**src/design/srtt_pkg.sv**
```systemverilog
// Shared types, codes and helpers for the session retry timer table.
// Used by srtt_cell, srtt_head and session_retry_timer_table_core.
package srtt_pkg;

    localparam int ID_W       = 8;
    localparam int TMR_W      = 16;
    localparam int RTY_W      = 8;
    localparam int REQ_W      = 3;
    localparam int KIND_W     = 3;
    localparam int CFG_IDX_W  = 1;
    localparam int CFG_DATA_W = 16;
    localparam int IN_DATA_W  = 24;
    localparam int OUT_DATA_W = 24;

    // Request codes carried in the input beat's tuser.
    localparam logic [REQ_W-1:0] REQ_ALLOC = 3'd0;
    localparam logic [REQ_W-1:0] REQ_ARM   = 3'd1;
    localparam logic [REQ_W-1:0] REQ_CLEAR = 3'd2;
    localparam logic [REQ_W-1:0] REQ_TICK  = 3'd3;
    localparam logic [REQ_W-1:0] REQ_QUERY = 3'd4;

    // Event codes carried in the output beat's tuser.
    localparam logic [KIND_W-1:0] EV_ALLOC = 3'd0;
    localparam logic [KIND_W-1:0] EV_ARM   = 3'd1;
    localparam logic [KIND_W-1:0] EV_CLEAR = 3'd2;
    localparam logic [KIND_W-1:0] EV_QUERY = 3'd3;
    localparam logic [KIND_W-1:0] EV_RETX  = 3'd4;
    localparam logic [KIND_W-1:0] EV_FAIL  = 3'd5;
    localparam logic [KIND_W-1:0] EV_DONE  = 3'd6;

    // Configuration register indexes.
    localparam logic [CFG_IDX_W-1:0] CFG_TIMEOUT = 1'd0;
    localparam logic [CFG_IDX_W-1:0] CFG_LIMIT   = 1'd1;

    localparam logic [TMR_W-1:0] TIMEOUT_RST = 16'd3000;
    localparam logic [RTY_W-1:0] LIMIT_RST   = 8'd3;
    localparam logic [ID_W-1:0]  IDENT_RST   = 8'd1;

    typedef enum logic [1:0] {
        ST_IDLE,
        ST_SCAN,
        ST_DECIDE,
        ST_REPORT
    } t_state;

    // Kind of pass the ring is making.
    typedef enum logic [1:0] {
        PASS_TICK,
        PASS_FIND,
        PASS_CHECK,
        PASS_WRITE
    } t_pass;

    typedef struct packed {
        logic [ID_W-1:0]  ident;
        logic             waiting;
        logic [TMR_W-1:0] timer;
        logic [RTY_W-1:0] retries;
    } t_slot;

    typedef struct packed {
        t_pass            pass;
        logic [REQ_W-1:0] req;
        logic [ID_W-1:0]  tid;
        logic [TMR_W-1:0] elapsed;
        logic [TMR_W-1:0] timeout;
        logic [RTY_W-1:0] limit;
        logic [ID_W-1:0]  cand;
        logic             at_free;
        logic             found_before;
    } t_head_ctl;

    typedef struct packed {
        logic              emit;
        logic [KIND_W-1:0] kind;
        logic [ID_W-1:0]   id;
        logic [RTY_W-1:0]  att;
        logic              hit;
        logic              held;
        logic              free;
    } t_head_evt;

    // Next session id: 1 to 255, skipping 0 on wrap.
    function automatic logic [ID_W-1:0] f_bump_ident(input logic [ID_W-1:0] v);
        logic [ID_W-1:0] s;
        s = v + 1'b1;
        return (s == '0) ? IDENT_RST : s;
    endfunction

endpackage

```
**src/design/srtt_cell.sv**
```systemverilog
// One slot of the session ring: id, waiting bit, timer and retry count.
// Depends on srtt_pkg for the slot type.
module srtt_cell (
    input  logic           i_clk,
    input  logic           i_rst_n,
    input  logic           i_shift,
    input  srtt_pkg::t_slot i_slot,
    output srtt_pkg::t_slot o_slot
);

    srtt_pkg::t_slot r_slot;

    always_ff @(posedge i_clk) begin
        if (!i_rst_n) begin
            r_slot <= '0;
        end else if (i_shift) begin
            r_slot <= i_slot;
        end
    end

    assign o_slot = r_slot;

endmodule

```
**src/design/srtt_head.sv**
```systemverilog
// Update logic for the slot passing the head of the ring.
// Applies tick, find, id check or allocation write; depends on srtt_pkg.
module srtt_head (
    input  srtt_pkg::t_slot     i_slot,
    input  srtt_pkg::t_head_ctl i_ctl,
    output srtt_pkg::t_slot     o_slot,
    output srtt_pkg::t_head_evt o_evt
);

    logic [srtt_pkg::TMR_W-1:0] w_left;

    assign w_left = (i_slot.timer > i_ctl.elapsed) ? (i_slot.timer - i_ctl.elapsed) : '0;

    always_comb begin
        o_slot = i_slot;
        o_evt  = '0;
        case (i_ctl.pass)
            srtt_pkg::PASS_TICK: begin
                if (i_slot.waiting) begin
                    if (w_left != '0) begin
                        o_slot.timer = w_left;
                    end else if (i_slot.retries < i_ctl.limit) begin
                        o_slot.timer   = i_ctl.timeout;
                        o_slot.retries = i_slot.retries + 1'b1;
                        o_evt.emit     = 1'b1;
                        o_evt.kind     = srtt_pkg::EV_RETX;
                        o_evt.id       = i_slot.ident;
                        o_evt.att      = o_slot.retries;
                    end else begin
                        o_slot.waiting = 1'b0;
                        o_slot.ident   = '0;
                        o_evt.emit     = 1'b1;
                        o_evt.kind     = srtt_pkg::EV_FAIL;
                        o_evt.id       = i_slot.ident;
                        o_evt.att      = i_slot.retries;
                    end
                end
            end
            srtt_pkg::PASS_FIND: begin
                if (i_ctl.tid != '0 && i_slot.ident == i_ctl.tid && !i_ctl.found_before) begin
                    o_evt.hit = 1'b1;
                    case (i_ctl.req)
                        srtt_pkg::REQ_ARM: begin
                            o_slot.waiting = 1'b1;
                            o_slot.retries = '0;
                            o_slot.timer   = i_ctl.timeout;
                        end
                        srtt_pkg::REQ_CLEAR: begin
                            o_slot.waiting = 1'b0;
                            o_slot.ident   = '0;
                        end
                        default: begin
                        end
                    endcase
                    o_evt.att = o_slot.retries;
                end
            end
            srtt_pkg::PASS_CHECK: begin
                o_evt.held = (i_slot.ident == i_ctl.cand);
                o_evt.free = (i_slot.ident == '0);
            end
            srtt_pkg::PASS_WRITE: begin
                if (i_ctl.at_free) begin
                    o_slot.ident   = i_ctl.cand;
                    o_slot.waiting = 1'b0;
                    o_slot.timer   = i_ctl.timeout;
                    o_evt.hit      = 1'b1;
                    o_evt.att      = i_slot.retries;
                end
            end
            default: begin
            end
        endcase
    end

endmodule

```
**src/design/session_retry_timer_table_core.sv**
```systemverilog
// Session retry timer table: top level with the slot ring and its sequencer.
// Depends on srtt_pkg, srtt_cell and srtt_head.

// The SESSIONS slots sit in a ring of cells that rotates one slot per cycle past
// a single update unit, as long as the output is not stalled, so every request is
// handled by whole passes of the ring. Tick, arm, clear and query take one pass.
// Allocate takes one check pass per id candidate it tries (at most SESSIONS
// candidates), then one write pass; a full table answers after the first pass.
// Input beats are taken only between requests, while an earlier result may
// still wait at the output. Tick events leave in slot order, one beat each,
// followed by a tick done beat with tlast set; every other defined request gives
// a single beat with tlast set, and a request of an undefined code gives none.
module session_retry_timer_table_core #(
    parameter int SESSIONS = 8
) (
    input  logic                               i_clk,
    input  logic                               i_rst_n,
    input  logic                               i_cfg_we,
    input  logic [srtt_pkg::CFG_IDX_W-1:0]     i_cfg_addr,
    input  logic [srtt_pkg::CFG_DATA_W-1:0]    i_cfg_wdata,
    input  logic                               s_axis_tvalid,
    output logic                               s_axis_tready,
    // [7:0] target_id, [23:8] elapsed_ms
    input  logic [srtt_pkg::IN_DATA_W-1:0]     s_axis_tdata,
    // [2:0] req_type
    input  logic [srtt_pkg::REQ_W-1:0]         s_axis_tuser,
    output logic                               m_axis_tvalid,
    input  logic                               m_axis_tready,
    // [7:0] result_id, [8] ok_flag, [16:9] attempt_count, [23:17] zero
    output logic [srtt_pkg::OUT_DATA_W-1:0]    m_axis_tdata,
    // [2:0] event_kind
    output logic [srtt_pkg::KIND_W-1:0]        m_axis_tuser,
    output logic                               m_axis_tlast
);

    localparam int POS_W = (SESSIONS > 1) ? $clog2(SESSIONS) : 1;
    localparam logic [POS_W-1:0] LAST_POS = POS_W'(SESSIONS - 1);

    srtt_pkg::t_state n_state, r_state;
    srtt_pkg::t_pass  r_pass;

    logic [POS_W-1:0]                r_pos;
    logic [POS_W-1:0]                r_free_pos;
    logic                            r_free_found;
    logic                            r_held;
    logic                            r_found;
    logic [srtt_pkg::RTY_W-1:0]      r_att;
    logic [srtt_pkg::REQ_W-1:0]      r_req;
    logic [srtt_pkg::ID_W-1:0]       r_tid;
    logic [srtt_pkg::TMR_W-1:0]      r_elapsed;
    logic [srtt_pkg::ID_W-1:0]       r_cand;
    logic [srtt_pkg::ID_W-1:0]       r_next_ident;
    logic [srtt_pkg::TMR_W-1:0]      r_timeout;
    logic [srtt_pkg::RTY_W-1:0]      r_limit;

    logic                            r_out_valid;
    logic [srtt_pkg::KIND_W-1:0]     r_out_kind;
    logic [srtt_pkg::ID_W-1:0]       r_out_id;
    logic                            r_out_ok;
    logic [srtt_pkg::RTY_W-1:0]      r_out_att;
    logic                            r_out_last;

    logic                            w_accept;
    logic                            w_req_ok;
    logic                            w_out_free;
    logic                            w_step;
    logic                            w_load;
    logic [srtt_pkg::KIND_W-1:0]     w_kind;
    logic [srtt_pkg::ID_W-1:0]       w_id;
    logic                            w_ok;
    logic [srtt_pkg::RTY_W-1:0]      w_att;
    logic                            w_last;

    logic [srtt_pkg::REQ_W-1:0]      w_in_req;
    logic [srtt_pkg::ID_W-1:0]       w_in_tid;
    logic [srtt_pkg::TMR_W-1:0]      w_in_elapsed;

    srtt_pkg::t_slot     w_cell [SESSIONS];
    srtt_pkg::t_slot     w_head_out;
    srtt_pkg::t_head_ctl w_ctl;
    srtt_pkg::t_head_evt w_evt;

    assign w_in_req     = s_axis_tuser;
    assign w_in_tid     = s_axis_tdata[7:0];
    assign w_in_elapsed = s_axis_tdata[23:8];

    assign w_accept   = s_axis_tvalid && s_axis_tready;
    assign w_req_ok   = (w_in_req == srtt_pkg::REQ_ALLOC) || (w_in_req == srtt_pkg::REQ_ARM)
                     || (w_in_req == srtt_pkg::REQ_CLEAR) || (w_in_req == srtt_pkg::REQ_TICK)
                     || (w_in_req == srtt_pkg::REQ_QUERY);
    assign w_out_free = !r_out_valid || m_axis_tready;

    // Ring of slots: each cell takes its upper neighbor, the top cell takes
    // the updated head slot, so a full pass restores the original order.
    for (genvar k = 0; k < SESSIONS; k++) begin : g_ring
        if (k == SESSIONS - 1) begin : g_tail
            srtt_cell u_cell (
                .i_clk   (i_clk),
                .i_rst_n (i_rst_n),
                .i_shift (w_step),
                .i_slot  (w_head_out),
                .o_slot  (w_cell[k])
            );
        end else begin : g_body
            srtt_cell u_cell (
                .i_clk   (i_clk),
                .i_rst_n (i_rst_n),
                .i_shift (w_step),
                .i_slot  (w_cell[k+1]),
                .o_slot  (w_cell[k])
            );
        end
    end

    always_comb begin
        w_ctl              = '0;
        w_ctl.pass         = r_pass;
        w_ctl.req          = r_req;
        w_ctl.tid          = r_tid;
        w_ctl.elapsed      = r_elapsed;
        w_ctl.timeout      = r_timeout;
        w_ctl.limit        = r_limit;
        w_ctl.cand         = r_cand;
        w_ctl.at_free      = (r_pos == r_free_pos);
        w_ctl.found_before = r_found;
    end

    srtt_head u_head (
        .i_slot (w_cell[0]),
        .i_ctl  (w_ctl),
        .o_slot (w_head_out),
        .o_evt  (w_evt)
    );

    // Next state.
    always_comb begin
        n_state = r_state;
        case (r_state)
            srtt_pkg::ST_IDLE: begin
                if (w_accept && w_req_ok) begin
                    n_state = srtt_pkg::ST_SCAN;
                end
            end
            srtt_pkg::ST_SCAN: begin
                if (w_step && r_pos == LAST_POS) begin
                    n_state = srtt_pkg::ST_DECIDE;
                end
            end
            srtt_pkg::ST_DECIDE: begin
                if (r_pass == srtt_pkg::PASS_CHECK && r_free_found) begin
                    n_state = srtt_pkg::ST_SCAN;
                end else begin
                    n_state = srtt_pkg::ST_REPORT;
                end
            end
            srtt_pkg::ST_REPORT: begin
                if (w_out_free) begin
                    n_state = srtt_pkg::ST_IDLE;
                end
            end
            default: begin
                n_state = srtt_pkg::ST_IDLE;
            end
        endcase
    end

    // Outputs of the sequencer: ring step and result beat.
    always_comb begin
        s_axis_tready = 1'b0;
        w_step        = 1'b0;
        w_load        = 1'b0;
        w_kind        = srtt_pkg::EV_DONE;
        w_id          = '0;
        w_ok          = 1'b1;
        w_att         = '0;
        w_last        = 1'b1;
        case (r_state)
            srtt_pkg::ST_IDLE: begin
                s_axis_tready = 1'b1;
            end
            srtt_pkg::ST_SCAN: begin
                w_step = w_out_free;
                if (w_out_free && w_evt.emit) begin
                    w_load = 1'b1;
                    w_kind = w_evt.kind;
                    w_id   = w_evt.id;
                    w_att  = w_evt.att;
                    w_last = 1'b0;
                end
            end
            srtt_pkg::ST_REPORT: begin
                w_load = w_out_free;
                case (r_pass)
                    srtt_pkg::PASS_TICK: begin
                        w_kind = srtt_pkg::EV_DONE;
                    end
                    srtt_pkg::PASS_FIND: begin
                        if (r_req == srtt_pkg::REQ_ARM) begin
                            w_kind = srtt_pkg::EV_ARM;
                        end else if (r_req == srtt_pkg::REQ_CLEAR) begin
                            w_kind = srtt_pkg::EV_CLEAR;
                        end else begin
                            w_kind = srtt_pkg::EV_QUERY;
                        end
                        w_id  = r_tid;
                        w_ok  = r_found;
                        w_att = r_found ? r_att : '0;
                    end
                    srtt_pkg::PASS_CHECK: begin
                        // Only reached when the table was full.
                        w_kind = srtt_pkg::EV_ALLOC;
                        w_ok   = 1'b0;
                    end
                    srtt_pkg::PASS_WRITE: begin
                        w_kind = srtt_pkg::EV_ALLOC;
                        w_id   = r_cand;
                        w_att  = r_att;
                    end
                    default: begin
                    end
                endcase
            end
            default: begin
            end
        endcase
    end

    always_ff @(posedge i_clk) begin
        if (!i_rst_n) begin
            r_state      <= srtt_pkg::ST_IDLE;
            r_pass       <= srtt_pkg::PASS_TICK;
            r_pos        <= '0;
            r_free_found <= 1'b0;
            r_held       <= 1'b0;
            r_found      <= 1'b0;
            r_next_ident <= srtt_pkg::IDENT_RST;
            r_timeout    <= srtt_pkg::TIMEOUT_RST;
            r_limit      <= srtt_pkg::LIMIT_RST;
            r_out_valid  <= 1'b0;
        end else begin
            r_state <= n_state;

            if (i_cfg_we) begin
                case (i_cfg_addr)
                    srtt_pkg::CFG_TIMEOUT: r_timeout <= i_cfg_wdata;
                    srtt_pkg::CFG_LIMIT:   r_limit   <= i_cfg_wdata[srtt_pkg::RTY_W-1:0];
                    default: begin
                    end
                endcase
            end

            if (r_state == srtt_pkg::ST_IDLE && w_accept) begin
                r_pos        <= '0;
                r_free_found <= 1'b0;
                r_held       <= 1'b0;
                r_found      <= 1'b0;
                r_cand       <= (r_next_ident == '0) ? srtt_pkg::IDENT_RST : r_next_ident;
                if (w_in_req == srtt_pkg::REQ_ALLOC) begin
                    r_pass <= srtt_pkg::PASS_CHECK;
                end else if (w_in_req == srtt_pkg::REQ_TICK) begin
                    r_pass <= srtt_pkg::PASS_TICK;
                end else begin
                    r_pass <= srtt_pkg::PASS_FIND;
                end
            end

            if (w_step) begin
                r_pos <= (r_pos == LAST_POS) ? '0 : r_pos + 1'b1;
                if (w_evt.hit) begin
                    r_found <= 1'b1;
                    r_att   <= w_evt.att;
                end
                if (w_evt.held) begin
                    r_held <= 1'b1;
                end
                if (w_evt.free && !r_free_found) begin
                    r_free_found <= 1'b1;
                    r_free_pos   <= r_pos;
                end
            end

            if (r_state == srtt_pkg::ST_DECIDE) begin
                if (r_pass == srtt_pkg::PASS_CHECK && r_free_found) begin
                    if (r_held) begin
                        // Candidate already in use: try the next id.
                        r_cand       <= srtt_pkg::f_bump_ident(r_cand);
                        r_held       <= 1'b0;
                        r_free_found <= 1'b0;
                    end else begin
                        r_pass <= srtt_pkg::PASS_WRITE;
                    end
                end else if (r_pass == srtt_pkg::PASS_WRITE) begin
                    r_next_ident <= srtt_pkg::f_bump_ident(r_cand);
                end
            end

            if (w_load) begin
                r_out_valid <= 1'b1;
            end else if (m_axis_tready) begin
                r_out_valid <= 1'b0;
            end
        end
    end

    always_ff @(posedge i_clk) begin
        if (r_state == srtt_pkg::ST_IDLE && w_accept) begin
            r_req     <= w_in_req;
            r_tid     <= w_in_tid;
            r_elapsed <= w_in_elapsed;
        end
        if (w_load) begin
            r_out_kind <= w_kind;
            r_out_id   <= w_id;
            r_out_ok   <= w_ok;
            r_out_att  <= w_att;
            r_out_last <= w_last;
        end
    end

    assign m_axis_tvalid = r_out_valid;
    assign m_axis_tuser  = r_out_kind;
    assign m_axis_tlast  = r_out_last;
    assign m_axis_tdata  = {7'b0, r_out_att, r_out_ok, r_out_id};

endmodule

```
**config.mk**
```make
export PLATFORM = sky130hd
export DESIGN_NAME = session_retry_timer_table_core
export DESIGN_NICKNAME = d
export VERILOG_FILES = /design/src/design/srtt_pkg.sv /design/src/design/srtt_cell.sv /design/src/design/srtt_head.sv /design/src/design/session_retry_timer_table_core.sv
export SDC_FILE = /design/constraint.sdc
export NUM_CORES = 1
export LEC_CHECK = 0
export BUFFER_PORTS_ARGS = -buffer_cell sky130_fd_sc_hd__buf_2
export CAP_MARGIN = 20
export CORE_MARGIN = 5
export CORE_UTILIZATION = 55
export CTS_CLUSTER_SIZE = 8
export DETAILED_ROUTE_END_ITERATION = 16
export PLACE_DENSITY_LB_ADDON = 0.08
export SLEW_MARGIN = 30
export SYNTH_ARGS = -nofsm -noshare
export SYNTH_HDL_FRONTEND = slang
export SYNTH_HIERARCHICAL = 1
export SYNTH_SLANG_ARGS = --single-unit
export TNS_END_PERCENT = 30
```
**constraint.sdc**
```tcl
create_clock -name i_clk -period 6.5 [get_ports i_clk]
set_clock_uncertainty 0.2 [all_clocks]
set_input_delay 0.65 -clock i_clk [delete_from_list [all_inputs] [get_ports i_clk]]
set_output_delay 0.65 -clock i_clk [all_outputs]
set_load 0.005 [all_outputs]
```
==> load_flow_metrics.sql <==
INSERT INTO impl_metrics (metric_group, metric, value, unit) VALUES
('clocking', 'cts-root-buf', 'clkbuf_16', ''),
('timing', 'setup-violations-final', '0', ''),
('global_route', 'first_global_vias', '11520', ''),
('clocking', 'cts_made_buffers', '52', ''),
('cells_and_area', 'antennaDiodeCount', '0', ''),
('clocking', 'cts_tree', 'done', ''),
('route', 'drt_iter0_drc', '895', ''),
('setup_path', 'crit_path_end_kind', 'flip-flop', ''),
('clocking', 'post-cts-setup-buffer-count', '0', ''),
('place', 'total_placed_instance_area', '17680', 'sq um'),
('timing', 'final-hold-violation-count', '0', ''),
('cells_and_area', 'drive_gt1_share', '9.994', '%'),
('yosys', 'synthCells', '1691', ''),
('timing', 'report.final.slew_viol_count', '0', ''),
('cells_and_area', 'mostFrequentLayoutCell', 'dfxtp_1', ''),
('route', 'firstDrtPassIters', '5', ''),
('place', 'hpwl', '24370', 'um'),
('route', 'routed-via-count', '11930', ''),
('power', 'leakage', '7.105', 'nW'),
('timing', 'max_slew.worst_pin.slew', '0.9497', 'ns'),
('setup_path', 'critPathRequiredTime', '6.60', 'ns'),
('floorplan', 'floorplan.core_area', '31640', 'sq um'),
('clocking', 'worstSkewPairLatency', '0.56', 'ns'),
('yosys', 'number_of_enable_flip_flop_cells_after_synthesis', '67', ''),
('timing', 'rsz0062_at_grt', 'no', ''),
('setup_path', 'critPathArrivalTime', '4.45', 'ns'),
('place', 'gp_congestion', '0.8318', ''),
('power', 'ir_drop', '0.1949', 'mV'),
('power', 'power.density_cell_area', '267.8', 'nW/um^2'),
('place', 'pre_cts_slack', '2.141', 'ns'),
('timing', 'setup_ws', '2.154', 'ns'),
('power', 'cell_internal_pwr', '3.974', 'mW'),
('power', 'netSwitchingFraction', '22.36', '%'),
('floorplan', 'dieArea', '35740', 'sq um'),
('yosys', 'syn-cell-area', '17630', 'sq um'),
('floorplan', 'dieHeight', '189.1', 'um'),
('timing', 'final.period_utilization', '66.87', '%'),
('yosys', 'dominantRegCellSynth', 'dfxtp_1', ''),
('run_status', 'status', 'finished clean', ''),
('clocking', 'max_h_tree_level', '2', ''),
('floorplan', 'die_width', '189.1', 'um'),
('cells_and_area', 'fillerInstances', '2680', ''),
('cells_and_area', 'area.sequential', '8158', 'sq um'),
('clocking', 'cts_repair_resizes', '0', ''),
('global_route', 'pin_count_of_the_biggest_net_entering_global_routing', '120', ''),
('clocking', 'cts.path.max_buffers', '3', ''),
('yosys', 'synth-warning-count', '6', ''),
('timing', 'finalCriticalPeriod', '4.346', 'ns'),
('global_route', 'first_pass_grt_wire_length', '60400', 'um'),
('power', 'power.share.combinational', '6.2', '%'),
('setup_path', 'path_max_fanout', '18', ''),
('floorplan', 'fp-row-count', '65', ''),
('global_route', 'globalRouteTotalUtil', '20.42', '%'),
('clocking', 'cts_hold_buffers', '0', ''),
('route', 'post-route-drc-count', '0', ''),
('worst_hold_path', 'min-delay-path-class', 'in -> reg', ''),
('setup_path', 'type_of_the_setup_path_with_the_least_slack', 'reg -> reg', ''),
('place', 'io_buffers', '71', ''),
('route', 'number_of_nets_still_failing_antenna_checks_after_routing', '0', ''),
('route', 'routed_wirelength', '37410', 'um'),
('power', 'seq_power_share', '47.2', '%'),
('cells_and_area', 'syn2layout_area_growth', '8.394', '%'),
('cells_and_area', 'layout.cell_area.non_filler', '19110', 'sq um'),
('power', 'share_clk_of_total_power', '46.6', '%'),
('floorplan', 'start_util', '55.74', '%'),
('clocking', 'cts.clk_slew.worst_paths', '0.06', 'ns'),
('power', 'power.net_switching', '1.144', 'mW'),
('setup_path', 'startpoint_type', 'flip-flop', ''),
('yosys', 'async_flop_share', '0', '%'),
('flow_run', 'max_cap_viol_count', '0', ''),
('timing', 'worst_slew_margin_rel', '36.68', '%');
## critical path, cell delays in order, from the launching register on
cell and delay, ns:
dfxtp_1 0.36, inv_1 0.09, ha_1 0.23, fa_1 0.40
nand2b_1 0.18, a21o_1 0.24, a211oi_1 0.31, o21a_1 0.21
o211ai_2 0.12, nor4_4 0.38, a22o_4 0.30, and4_1 0.67
inv_1 0.16, o22a_1 0.24
## flip-flops by register name, indices dropped and copies added, names as in the netlist
register	flops
r_free_found	1
m_axis_tvalid	1
r_elapsed	16
r_tid	8
r_pos	3
r_out_ok	1
r_held	1
r_cand	8
r_pass	2
r_timeout	16
r_free_pos	3
r_req	3
r_att	8
r_out_id	8
r_found	1
r_out_att	8
r_next_ident	8
m_axis_tlast	1
g_ring.g_body.u_cell/o_slot	231
g_ring.g_tail.u_cell/o_slot	33
r_state	2
r_limit	8
m_axis_tuser	3
## cells by family after synthesis
group           count (synthesis)  synth area share, %
simple gates                  569                17.55
flops                         374                46.26
mux                           284                16.17
compound gates                236                9.650
buf+inv                       164                6.535
xor+xnor                       33                1.682
fa+ha+maj                      29                2.100
other cells                     2              0.04259
## power by group through the flow
stage | Clock [mW] | Combinational, mW | Sequential, mW
after floorplan | 0 | 0.297 | 2.45
after global placement | 0 | 0.313 | 2.46
after detailed placement | 0 | 0.316 | 2.46
after CTS | 2.45 | 0.318 | 2.41
after global routing | 2.56 | 0.345 | 2.42
final | 2.38 | 0.319 | 2.42
## cells in the mapped netlist (all sizes together), types with 4 or more instances
cell type / number / area share [%]
a211o: 6 / 0.30
a211oi: 13 / 0.58
a21boi: 4 / 0.17
a21o: 19 / 0.81
a21oi: 47 / 1.4
a221o: 14 / 0.79
a22o: 12 / 0.65
a22oi: 13 / 0.55
a31oi: 9 / 0.32
and2: 4 / 0.14
and3: 10 / 0.35
buf: 62 / 4.3
clkbuf: 52 / 1.1
dfxtp: 307 / 35
edfxtp: 67 / 11
ha: 28 / 2.0
inv: 50 / 1.1
mux2: 4 / 0.28
mux2i: 280 / 16
nand2: 119 / 2.5
nand2b: 12 / 0.43
nand3: 35 / 1.1
nand4: 7 / 0.25
nor2: 58 / 1.2
nor2b: 268 / 9.5
nor3: 26 / 0.77
nor4: 9 / 0.40
o211ai: 5 / 0.27
o21a: 4 / 0.17
o21ai: 48 / 1.4
o21bai: 4 / 0.17
o221a: 6 / 0.38
o31ai: 4 / 0.25
or2: 6 / 0.21
or3: 4 / 0.14
xnor2: 11 / 0.59
xor2: 22 / 1.1
## through the flow
stage / power [mW] / instances
2_1_floorplan: 2.743 / 1697
3_3_place_gp: 2.773 / 2069
3_5_place_dp: 2.777 / 2069
4_1_cts: 5.181 / 2142
5_1_grt: 5.316 / 2143
6_report: 5.118 / 2143
## final cells by class
class / instances / share of cell area (%)
multi-input combinational: 1159 / 43.73
sequential: 374 / 42.68
clock buffer: 71 / 7.234
tap: 402 / 2.632
timing repair buffer: 85 / 2.612
inverter: 50 / 0.9819
clock inverter: 2 / 0.1309
## final timing paths
check        slack (ns)               to  cells past startpoint                              start
max                2.15  m_axis_tuser[2]                     13  g_ring[0].g_body.u_cell/o_slot[8]
min reg2reg        0.25    r_timeout[14]                      2                      r_timeout[14]
min                0.07         r_tid[0]                      1                    s_axis_tdata[0]
max reg2reg        2.15  m_axis_tuser[2]                     13  g_ring[0].g_body.u_cell/o_slot[8]
## routing by layer
layer,GRT usage (%),vias up,wire [um]
met5,0,-,0
met4,6.951,0,1122
met3,4.185,81,2132
met2,31.70,301,16720
met1,28.58,5609,17430
li1,-,5941,-
Power figures use the tool's default switching activity.
